--- src/rtl/icpl_pkg.sv ---
// Shared types and constants for the interval cut piece length block.
package icpl_pkg;

    localparam int MAX_CUTS_DEF  = 1024;
    localparam int POS_WIDTH_DEF = 32;
    localparam int LEN_W         = 32;
    localparam int IN_POS_W      = 32;
    localparam int CFG_W         = 32;
    localparam int STS_W         = 2;

    localparam logic CMD_CUT   = 1'b0;
    localparam logic CMD_QUERY = 1'b1;

    typedef enum logic [STS_W-1:0] {
        ST_OK    = 2'd0,
        ST_DUP   = 2'd1,
        ST_FULL  = 2'd2,
        ST_RANGE = 2'd3
    } status_code_t;

    // Commands from the controller to the datapath.
    typedef struct packed {
        logic load;
        logic rd_mid;
        logic upd_search;
        logic rd_k;
        logic get_succ;
        logic rd_km1;
        logic get_pred;
        logic shift_init;
        logic shift_rd;
        logic shift_wr;
        logic insert;
        logic emit;
    } ctrl_cmd_t;

    // Status from the datapath to the controller.
    typedef struct packed {
        logic search_done;
        logic k_lt_count;
        logic k_gt_zero;
        logic is_query;
        logic rejected;
        logic cut_ok_now;
        logic shift_last;
        logic out_free;
    } dp_status_t;

endpackage

--- src/rtl/icpl_ctrl.sv ---
// Controller state machine that sequences search, neighbor reads and insertion.
module icpl_ctrl import icpl_pkg::*; (
    input  logic       clk,
    input  logic       rst_n,
    input  logic       in_valid,
    output logic       in_ready,
    input  dp_status_t flags,
    output ctrl_cmd_t  ctl
);

    typedef enum logic [10:0] {
        S_IDLE     = 11'b000_0000_0001,
        S_SRCH     = 11'b000_0000_0010,
        S_CMP      = 11'b000_0000_0100,
        S_RD_SUCC  = 11'b000_0000_1000,
        S_GET_SUCC = 11'b000_0001_0000,
        S_RD_PRED  = 11'b000_0010_0000,
        S_GET_PRED = 11'b000_0100_0000,
        S_SH_RD    = 11'b000_1000_0000,
        S_SH_WR    = 11'b001_0000_0000,
        S_INSERT   = 11'b010_0000_0000,
        S_FINISH   = 11'b100_0000_0000
    } state_t;

    state_t state_reg;
    state_t state_next;

    always_comb
    begin
        state_next = state_reg;
        ctl        = '0;
        in_ready   = 1'b0;
        case (state_reg)
            S_IDLE:
            begin
                in_ready = 1'b1;
                if (in_valid)
                begin
                    ctl.load   = 1'b1;
                    state_next = S_SRCH;
                end
            end
            S_SRCH:
            begin
                if (flags.rejected)
                begin
                    state_next = S_FINISH;
                end
                else if (flags.search_done)
                begin
                    state_next = S_RD_SUCC;
                end
                else
                begin
                    ctl.rd_mid = 1'b1;
                    state_next = S_CMP;
                end
            end
            S_CMP:
            begin
                ctl.upd_search = 1'b1;
                state_next     = S_SRCH;
            end
            S_RD_SUCC:
            begin
                ctl.rd_k   = 1'b1;
                state_next = S_GET_SUCC;
            end
            S_GET_SUCC:
            begin
                ctl.get_succ = 1'b1;
                if (flags.is_query)
                begin
                    state_next = flags.k_gt_zero ? S_RD_PRED : S_FINISH;
                end
                else if (!flags.cut_ok_now)
                begin
                    state_next = S_FINISH;
                end
                else if (flags.k_lt_count)
                begin
                    ctl.shift_init = 1'b1;
                    state_next     = S_SH_RD;
                end
                else
                begin
                    state_next = S_INSERT;
                end
            end
            S_RD_PRED:
            begin
                ctl.rd_km1 = 1'b1;
                state_next = S_GET_PRED;
            end
            S_GET_PRED:
            begin
                ctl.get_pred = 1'b1;
                state_next   = S_FINISH;
            end
            S_SH_RD:
            begin
                ctl.shift_rd = 1'b1;
                state_next   = S_SH_WR;
            end
            S_SH_WR:
            begin
                ctl.shift_wr = 1'b1;
                state_next   = flags.shift_last ? S_INSERT : S_SH_RD;
            end
            S_INSERT:
            begin
                ctl.insert = 1'b1;
                state_next = S_FINISH;
            end
            S_FINISH:
            begin
                if (flags.out_free)
                begin
                    ctl.emit   = 1'b1;
                    state_next = S_IDLE;
                end
            end
            default:
            begin
                state_next = S_IDLE;
            end
        endcase
    end

    always_ff @(posedge clk or negedge rst_n)
    begin
        if (!rst_n)
        begin
            state_reg <= S_IDLE;
        end
        else
        begin
            state_reg <= state_next;
        end
    end

    // A comparison step always follows a memory read issued by the search.
    a_cmp_after_read: assert property (@(posedge clk) disable iff (!rst_n)
        (state_reg == S_CMP) |-> $past(ctl.rd_mid))
        else $error("search compare without a read");

    // The shift write always follows its own read.
    a_shift_pair: assert property (@(posedge clk) disable iff (!rst_n)
        ctl.shift_rd |=> ctl.shift_wr)
        else $error("shift read not followed by its write");

    // Exactly one state bit is set at any time.
    a_state_onehot: assert property (@(posedge clk) disable iff (!rst_n)
        $onehot(state_reg))
        else $error("state register is not one-hot");

endmodule

--- config.mk ---
export PLATFORM = sky130hd
export DESIGN_NAME = icpl_ctrl
export DESIGN_NICKNAME = d
export VERILOG_FILES = /design/src/rtl/icpl_pkg.sv /design/src/rtl/icpl_ctrl.sv
export SDC_FILE = /design/constraint.sdc
export NUM_CORES = 1
export LEC_CHECK = 0
export ABC_CLOCK_PERIOD_IN_PS = 3800
export BUFFER_PORTS_ARGS = -buffer_cell sky130_fd_sc_hd__buf_2
export CAP_MARGIN = 20
export CORE_UTILIZATION = 53
export CTS_CLUSTER_DIAMETER = 40
export CTS_CLUSTER_SIZE = 24
export DETAILED_ROUTE_END_ITERATION = 6
export PLACE_DENSITY = 0.86
export SLEW_MARGIN = 20
export SYNTH_ARGS = -nofsm -noshare
export SYNTH_HDL_FRONTEND = slang
export SYNTH_SLANG_ARGS = --single-unit
--- constraint.sdc ---
create_clock -name clk -period 3.8 [get_ports clk]
set_clock_uncertainty 0.1 [all_clocks]
set_input_delay 0.57 -clock clk [delete_from_list [all_inputs] [get_ports clk]]
set_output_delay 0.57 -clock clk [all_outputs]
set_load 0.005 [all_outputs]
==> impl_summary.txt, run 1 <==
----------------------------------------------------
[Setup path]
  Worst setup startpoint ... state_reg[7]$_DFFE_PN0P_
  Crit-path max cell delay ... 500 ps
  Maximum net fanout on the critical path ... 9
  Critical Path Slowest Stage Cell ... dfrtp_1
  Register-to-Register Setup Slack ... 1780 ps
  Cell-by-cell listing of the critical path ... nor2_2 > nand3_2 > or3_4 > or4_4 > nor2_1 > buf_2
  Arrival time worst endpoint ... 2130 ps
  Req. time, crit path ... 3130 ps
  Path depth of the worst reg2reg path ... 5
  Critical path capture point type ... output pin
  Type of the worst setup path ... flop to output pin
  Worst flop-to-flop path startpoint ... state_reg[1]$_DFFE_PN0P_
  Critical path launch point type ... flop
  Worst Setup EP ... ctl[10]
  Worst flop-to-flop path endpoint ... state_reg[0]$_DFFE_PN1P_

[Worst hold path]
  Worst min-delay path category ... input pin to asynchronous set/reset pin

[Drt]
  Drt via density ... 5.90
  Wire per inst ... 13.3 um
  Antenna-violating nets left ... 0
  Length of the first detailed-routing pass in iterations ... 4
  Initial detailed-routing violation count ... 14
  Count of unresolved DRC violations after routing ... 0
  Aggregate routed wire length ... 1610 um
  Count of vias placed by the detailed router ... 714

[Timing]
  Max-slew violation total from the final report ... 0
  Worst-margin pin slew ... 362 ps
  Post-route clock period utilization ... 73.7%
  Final setup fails ... 0
  Post-route minimum period ... 2800 ps
  Worst slew margin relative to its limit ... 75.8%
  RSZ-0062 raised after global routing ... false
  Total count of hold-check failures in the final report ... 0
  Sum of negative setup slack ... 0 ps
  Top achievable clock speed ... 357 MHz

[Die]
  Die height ... 41.1 um
  Die outline width ... 41.1 um
  Std cell rows ... 13
  Die Area ... 1690 um^2
  Area of the core ... 1370 um^2
  Number of I/O pins ... 24
  Starting Density ... 59.4%

[Final layout]
  Layout area overhead ... 14.3%
  Sequential cell area ... 277 um^2
  Commonest non-fill, non-tap cell in the layout ... buf_2
  Most frequent cells in the layout ... 23 x buf_2, 11 x nor2_1, 10 x dfrtp_1, 5 x nor3b_1, 5 x inv_1
  Share of layout cells above drive strength 1 ... 34.9%
  Fin nets ... 118
  Number of filler cells placed in the layout ... 124
  Max FFs per register ... 11
  Antenna fix cells ... 0
  Final instance area ... 928 um^2
  Total area of multi-input combinational cells ... 473 um^2

[Place]
  DPL Wire Length ... 1240 um
  Global placer's final weighted congestion ... 0.748
  Placed Area ... 902 um^2
  Number of I/O port buffers ... 23

[Clock tree]
  Total CTS buffers ... 3
  CTS tree ... built
  Clk_lat worst skew ... 260 ps
  Number of clock sinks ... 11
  Buffers from clock root to sink, at most ... 2
  Post-cts hold buffer count ... 0
  Number of gates given a new drive strength after cts ... 0
  CTS root buf ... clkbuf_4
  Clock-pin slew reported for the worst setup and hold paths after clock tree synthesis ... 60 ps
  H-tree levels ... 1
  Buffer count from post-CTS setup fixing ... 0

[Global route]
  Total routing usage reported by global routing ... 21.7%
  Global-route wire length before repair ... 2380 um
  Via count of the first global-routing pass ... 614
  Pin count of the biggest net entering global routing ... 12
  Initial antenna violation count ... 0
  Total grt overflow ... 0

[Job]
  Number of maximum-capacitance constraint violations ... 0

[Synth]
  Yosys reg bits ... 11
  Count of synthesis-stage warnings from yosys ... 0
  Number of distinct library cell variants in the gate-level netlist after synthesis ... 40
  Post-Synthesis Net Count ... 96
  Synthesized area divided by synthesized cell count ... 9.55 um^2
  Sequential share of the synthesized area ... 34.1%
  Total standard cell area after synthesis ... 812 um^2
  Number of standard cells after synthesis ... 85

[Power and ir drop]
  Worst IR drop on VDD ... 0.214 mV
  Pwr per Cell Area ... 405 nW/um^2
  Leak pwr ... 0.467 nW
  Overall power of the completed layout ... 376 uW

[Run status]
  Status ... finished, final reports clean

----------------------------------------------------
-- worst max-delay path, delay by kind of cell (launching register included) --
kind	cells	cell delay [ps]
and+or+nand+nor	5	1250
DFF	1	500
buffers and inverters	1	110
-- metrics by stage --
stage	worst slack [ps]	util, %	hold WS [ps]	instances
final	1000	67.9	62.8	121
after detailed placement	1300	66.0	347	117
after global placement	1330	66.0	346	117
after CTS	992	67.9	57.5	121
after floorplan	1470	-	174	85
after global routing	900	67.9	61.1	121
-- Yosys cell counts --
library cell,n,area [um^2]
a2111oi_4,1,27.5
a211o_1,1,8.76
a211oi_1,1,7.51
a21o_1,1,7.51
a21oi_1,2,10.0
a221o_1,1,10.0
a32o_1,1,10.0
and2_1,1,6.26
and3_1,2,12.5
and3b_1,1,8.76
and4b_1,2,20.0
buf_2,2,10.0
buf_4,1,7.51
buf_6,2,22.5
clkbuf_1,1,3.75
dfrtp_1,10,250
dfstp_2,1,26.3
inv_1,5,18.8
mux2i_1,3,30.0
nand2_1,2,7.51
nand2b_1,2,12.5
nand3_1,2,10.0
nand3_2,1,10.0
nand3b_1,2,15.0
nor2_1,11,41.3
nor2_2,2,12.5
nor2b_1,1,6.26
nor3_1,2,10.0
nor3b_1,5,37.5
nor3b_2,1,12.5
nor4_1,4,25.0
nor4_4,1,21.3
nor4b_1,2,17.5
nor4b_2,1,15.0
o21ai_0,1,5.00
or2_2,1,6.26
or3_4,1,11.3
or3b_1,1,8.76
or4_4,1,11.3
xor2_1,2,17.5
-- report_power, final --
| part | internal [mW] | switching, mW |
|---|---|---|
| logic | 0.0730 | 0.0685 |
| clock network | 0.0406 | 0.0354 |
| registers | 0.131 | 0.0271 |
| total | 0.245 | 0.131 |
-- logic make-up after synthesis --
group,synth area share [%]
AO/OA/AOI/OAI,10.6
XOR/XNOR,2.16
AND/OR/NAND/NOR,41.8
buffers and inverters,7.70
multiplexers,3.70
flip-flops,34.1
-- layer usage --
layer | wire [um] | part of all wire, % | up-vias | track usage, %
met2 | 816 | 51 | 25 | 35.2
met1 | 712 | 44 | 335 | 27.8
met3 | 66 | 4.1 | 2 | 1.63
met4 | 14 | 0.87 | 0 | 13.7
li1 | - | - | 352 | -
met5 | 0 | 0 | - | 0
-- area by class of cell --
cell class              instances  share of cell area [%]
multi-input cells              63                    50.9
flip-flops and latches         11                    29.8
repair buffers                 23                    12.4
clock buffers                   4                    2.83
inverters                       5                    2.02
well taps                      15                    2.02
-- worst min-delay path by stage --
stage | end | from | slack (ps)
after floorplan | state_reg[10]$_DFFE_PN0P_ | rst_n | 170
after global placement | state_reg[5]$_DFFE_PN0P_ | rst_n | 350
after detailed placement | state_reg[8]$_DFFE_PN0P_ | rst_n | 350
after CTS | state_reg[5]$_DFFE_PN0P_ | rst_n | 60
after global routing | state_reg[5]$_DFFE_PN0P_ | rst_n | 60
final | state_reg[5]$_DFFE_PN0P_ | rst_n | 60
No activity file was read; power rests on OpenSTA's default activity.
==> inputs of run 2 (changes only) <==
--- a/config.mk
+++ b/config.mk
@@ -5,14 +5,15 @@
 export SDC_FILE = /design/constraint.sdc
 export NUM_CORES = 1
 export LEC_CHECK = 0
-export ABC_CLOCK_PERIOD_IN_PS = 3800
+export ABC_AREA = 1
+export ABC_CLOCK_PERIOD_IN_PS = 2900
 export BUFFER_PORTS_ARGS = -buffer_cell sky130_fd_sc_hd__buf_2
 export CAP_MARGIN = 20
-export CORE_UTILIZATION = 53
+export CORE_UTILIZATION = 49
 export CTS_CLUSTER_DIAMETER = 40
 export CTS_CLUSTER_SIZE = 24
 export DETAILED_ROUTE_END_ITERATION = 6
-export PLACE_DENSITY = 0.86
+export PLACE_DENSITY = 0.81
 export SLEW_MARGIN = 20
 export SYNTH_ARGS = -nofsm -noshare
 export SYNTH_HDL_FRONTEND = slang
==> constraint.sdc (replaced) <==
create_clock -name clk -period 2.9 [get_ports clk]
set_clock_uncertainty 0.1 [all_clocks]
set_input_delay 0.435 -clock clk [delete_from_list [all_inputs] [get_ports clk]]
set_output_delay 0.435 -clock clk [all_outputs]
set_load 0.005 [all_outputs]
==> impl_summary.txt, run 2 <==
----------------------------------------------------
[Drt]
  Drt via density ... 5.19 (was 5.90)
  Antenna-violating nets left ... 0 (unchanged)
  Count of vias placed by the detailed router ... 857 (was 714)
  Aggregate routed wire length ... 1760 um (was 1610 um)
  Initial detailed-routing violation count ... 28 (was 14)
  Count of unresolved DRC violations after routing ... 0 (unchanged)
  Length of the first detailed-routing pass in iterations ... 4 (unchanged)
  Wire per inst ... 10.7 um (was 13.3 um)

[Timing]
  Post-route minimum period ... 2180 ps
  Sum of negative setup slack ... 0 ps (unchanged)
  RSZ-0062 raised after global routing ... false (unchanged)
  Max-slew violation total from the final report ... 0 (unchanged)
  Final setup fails ... 0 (unchanged)
  Worst slew margin relative to its limit ... 81.1% (was 75.8%)
  Worst-margin pin slew ... 283 ps (was 362 ps)
  Top achievable clock speed ... 459 MHz
  Total count of hold-check failures in the final report ... 0 (unchanged)
  Post-route clock period utilization ... 75.2%
  Hold_ws ... 229 ps (was 62.8 ps)

[Run status]
  Status ... finished, final reports clean (unchanged)

[Global route]
  Total routing usage reported by global routing ... 22.6% (was 21.7%)
  Initial antenna violation count ... 0 (unchanged)
  Global-route wire length before repair ... 2900 um (was 2380 um)
  Total grt overflow ... 0 (unchanged)
  Via count of the first global-routing pass ... 714 (was 614)
  Pin count of the biggest net entering global routing ... 12 (unchanged)

[Final layout]
  Number of filler cells placed in the layout ... 139 (was 124)
  Fin nets ... 161 (was 118)
  Max FFs per register ... 11 (unchanged)
  Most frequent cells in the layout ... 26 x nand2_1, 25 x nor2_1, 23 x buf_2, 21 x inv_1, 14 x nand3_1 (was 23 x buf_2, 11 x nor2_1, 10 x dfrtp_1, 5 x nor3b_1, 5 x inv_1)
  Antenna fix cells ... 0 (unchanged)
  Layout area overhead ... 20.4% (was 14.3%)
  Commonest non-fill, non-tap cell in the layout ... nand2_1 (was buf_2)
  Share of layout cells above drive strength 1 ... 24.8% (was 34.9%)

[Clock tree]
  CTS tree ... built (unchanged)
  Total CTS buffers ... 3 (unchanged)
  Clock-pin slew reported for the worst setup and hold paths after clock tree synthesis ... 70 ps (was 60 ps)
  Buffers from clock root to sink, at most ... 2 (unchanged)
  CTS root buf ... clkbuf_4 (unchanged)
  Number of clock sinks ... 11 (unchanged)
  Buffer count from post-CTS setup fixing ... 0 (unchanged)
  Number of gates given a new drive strength after cts ... 0 (unchanged)
  Clk_lat worst skew ... 280 ps (was 260 ps)
  H-tree levels ... 1 (unchanged)

[Die]
  Std cell rows ... 14 (was 13)
  Die height ... 42.1 um (was 41.1 um)
  Die Area ... 1780 um^2 (was 1690 um^2)
  Starting Density ... 52.4% (was 59.4%)
  Die outline width ... 42.1 um (was 41.1 um)
  Number of I/O pins ... 24 (unchanged)
  Area of the core ... 1510 um^2 (was 1370 um^2)

[Synth]
  Share of the synthesized area in the top cell type ... 31.7% (was 30.8%)
  Flip-flop cell with the highest count after synthesis ... dfrtp_1 (unchanged)
  Area contributors post-synth ... dfrtp_1 32%, nand2_1 12%, nor2_1 12% (was dfrtp_1 31%, nor2_1 5.1%, nor3b_1 4.6%)
  Count of synthesis-stage warnings from yosys ... 0 (unchanged)
  Post-Synthesis Net Count ... 133 (was 96)
  Sequential share of the synthesized area ... 35.0% (was 34.1%)
  Most frequent cell after synthesis ... nand2_1 (was nor2_1)
  Total standard cell area after synthesis ... 790 um^2 (was 812 um^2)
  Count of flip-flops with a built-in enable after synthesis ... 0 (unchanged)
  Number of standard cells after synthesis ... 122 (was 85)
  Post-synth top area cell ... dfrtp_1 (unchanged)
  Yosys reg bits ... 11 (unchanged)
  Synth async-reset ratio ... 100% (unchanged)
  Synthesized area divided by synthesized cell count ... 6.47 um^2 (was 9.55 um^2)
  Number of distinct library cell variants in the gate-level netlist after synthesis ... 18 (was 40)
  Post-synth top cells ... 26 x nand2_1, 25 x nor2_1, 21 x inv_1 (was 11 x nor2_1, 10 x dfrtp_1, 5 x inv_1, 5 x nor3b_1, 4 x nor4_1)

[Power and ir drop]
  Worst IR drop on VDD ... 0.280 mV (was 0.214 mV)
  Switching fraction of total power ... 44.5% (was 34.8%)
  Leak pwr ... 0.549 nW (was 0.467 nW)
  Net switching power ... 256 uW (was 131 uW)
  Sequential power share ... 33.9% (was 42.2%)
  Internal Pwr Total ... 320 uW (was 245 uW)
  Clock network fraction of total power ... 18.9% (was 20.2%)
  Pwr per Cell Area ... 606 nW/um^2 (was 405 nW/um^2)
  Relative contribution of combinational cells to total power ... 47.2% (was 37.6%)

[Place]
  Global placer's final weighted congestion ... 0.865 (was 0.748)
  DPL Wire Length ... 1320 um (was 1240 um)
  Number of I/O port buffers ... 23 (unchanged)

[Setup path]
  Req. time, crit path ... 2370 ps (was 3130 ps)
  Critical path's most frequent cell ... nand2_2
  Critical path capture point type ... output pin (unchanged)
  Cell-by-cell listing of the critical path ... inv_2 > nand2_2 > nor2_4 > nand2_2 > inv_1 > nand3b_1 > nor2_1 > buf_2 (was nor2_2 > nand3_2 > or3_4 > or4_4 > nor2_1 > buf_2)
  Maximum net fanout on the critical path ... 11 (was 9)
  Critical Path Slowest Stage Cell ... dfrtp_1 (unchanged)
  Worst setup startpoint ... state_reg[10]$_DFFE_PN0P_ (was state_reg[7]$_DFFE_PN0P_)
  Arrival time worst endpoint ... 1650 ps (was 2130 ps)
  Worst flop-to-flop path startpoint ... state_reg[10]$_DFFE_PN0P_ (was state_reg[1]$_DFFE_PN0P_)
  Type of the worst setup path ... flop to output pin (unchanged)
  Crit-path max cell delay ... 430 ps (was 500 ps)
  Critical path launch point type ... flop (unchanged)

[Worst hold path]
  Start point of the worst hold path ... flags[7]
  Worst min-delay path category ... input pin to flop (was input pin to asynchronous set/reset pin)

[Job]
  Number of maximum-capacitance constraint violations ... 0 (unchanged)

----------------------------------------------------
## run 2: cell types whose count changed after synthesis, moves of 5 or more
cell / delta
nor3b_1: -5
inv_1: +16
nor3_1: +7
nand2_1: +24
nor2_1: +14
nand3_1: +12
## run 2: kinds of logic (layout without fill, tap and decap cells)
family                 count (synthesis)  count (layout)  share of synthesized area, %
and+or+nand+nor                       83              83                          49.6
buffers and inverters                 25              52                          12.8
DFF                                   11              11                          35.0
AOI/OAI and AO/OA                      3               3                          2.54
## run 2: final timing paths
kind / end / slack, ps / cells past startpoint
worst max-delay path: ctl[10] / 720 / 8
worst min-delay path: state_reg[2]$_DFFE_PN0P_ / 230 / 2
worst max register to register: state_reg[0]$_DFFE_PN1P_ / 1290 / 10
worst min register to register: state_reg[4]$_DFFE_PN0P_ / 510 / 2
max in group asynchronous: state_reg[0]$_DFFE_PN1P_ / 1990 / 2
min in group asynchronous: state_reg[6]$_DFFE_PN0P_ / 440 / 2
## run 2: power by group through the flow
stage | combinational [mW] | sequential, mW | clock, mW
final | 0.272 | 0.195 | 0.109
after global routing | 0.312 | 0.200 | 0.121
after global placement | 0.254 | 0.197 | 0
after floorplan | 0.207 | 0.195 | 0
after CTS | 0.273 | 0.195 | 0.110
after detailed placement | 0.261 | 0.198 | 0
## run 2: worst max-delay path: cells and delay by family, from the launching register on
| kind | cells | cell delay (ps) |
|---|---|---|
| buf+inv | 3 | 280 |
| flops | 1 | 430 |
| simple gates | 5 | 660 |
## run 2: through the flow
step           std cells  cell area (um^2)  util [%]  power, mW  worst slack (ps)
2_1_floorplan        122               790         -      0.402              1330
3_3_place_gp         160               913      60.6      0.450              1060
3_5_place_dp         160               913      60.6      0.460              1030
4_1_cts              165               951      63.1      0.578               721
5_1_grt              165               951      63.1      0.632               550
6_report             165               951      63.1      0.577               720
## run 2: layer usage
layer / vias to the layer above / GRT usage [%] / share of wire, %
met5: - / 0 / 0
met1: 383 / 27.1 / 43
met4: 0 / 11.9 / 3.0
met3: 7 / 5.60 / 5.9
li1: 435 / - / -
met2: 32 / 37.2 / 48
## run 2: timing repair
item / CTS / global route
hold buffers: 1 / 0
hold endpoints to repair: 10 / 0
setup endpoints to repair: 0 / 0
## run 2: final cells by class
class / instances / area (um^2) / area share, %
Multi-Input combinational cell: 86 / 412 / 43.3
Clock inverter: 1 / 5.00 / 0.526
Inverter: 24 / 90.1 / 9.47
Timing Repair Buffer: 24 / 125 / 13.2
Tap cell: 16 / 20.0 / 2.11
Sequential cell: 11 / 277 / 29.1
Clock buffer: 3 / 22.5 / 2.37
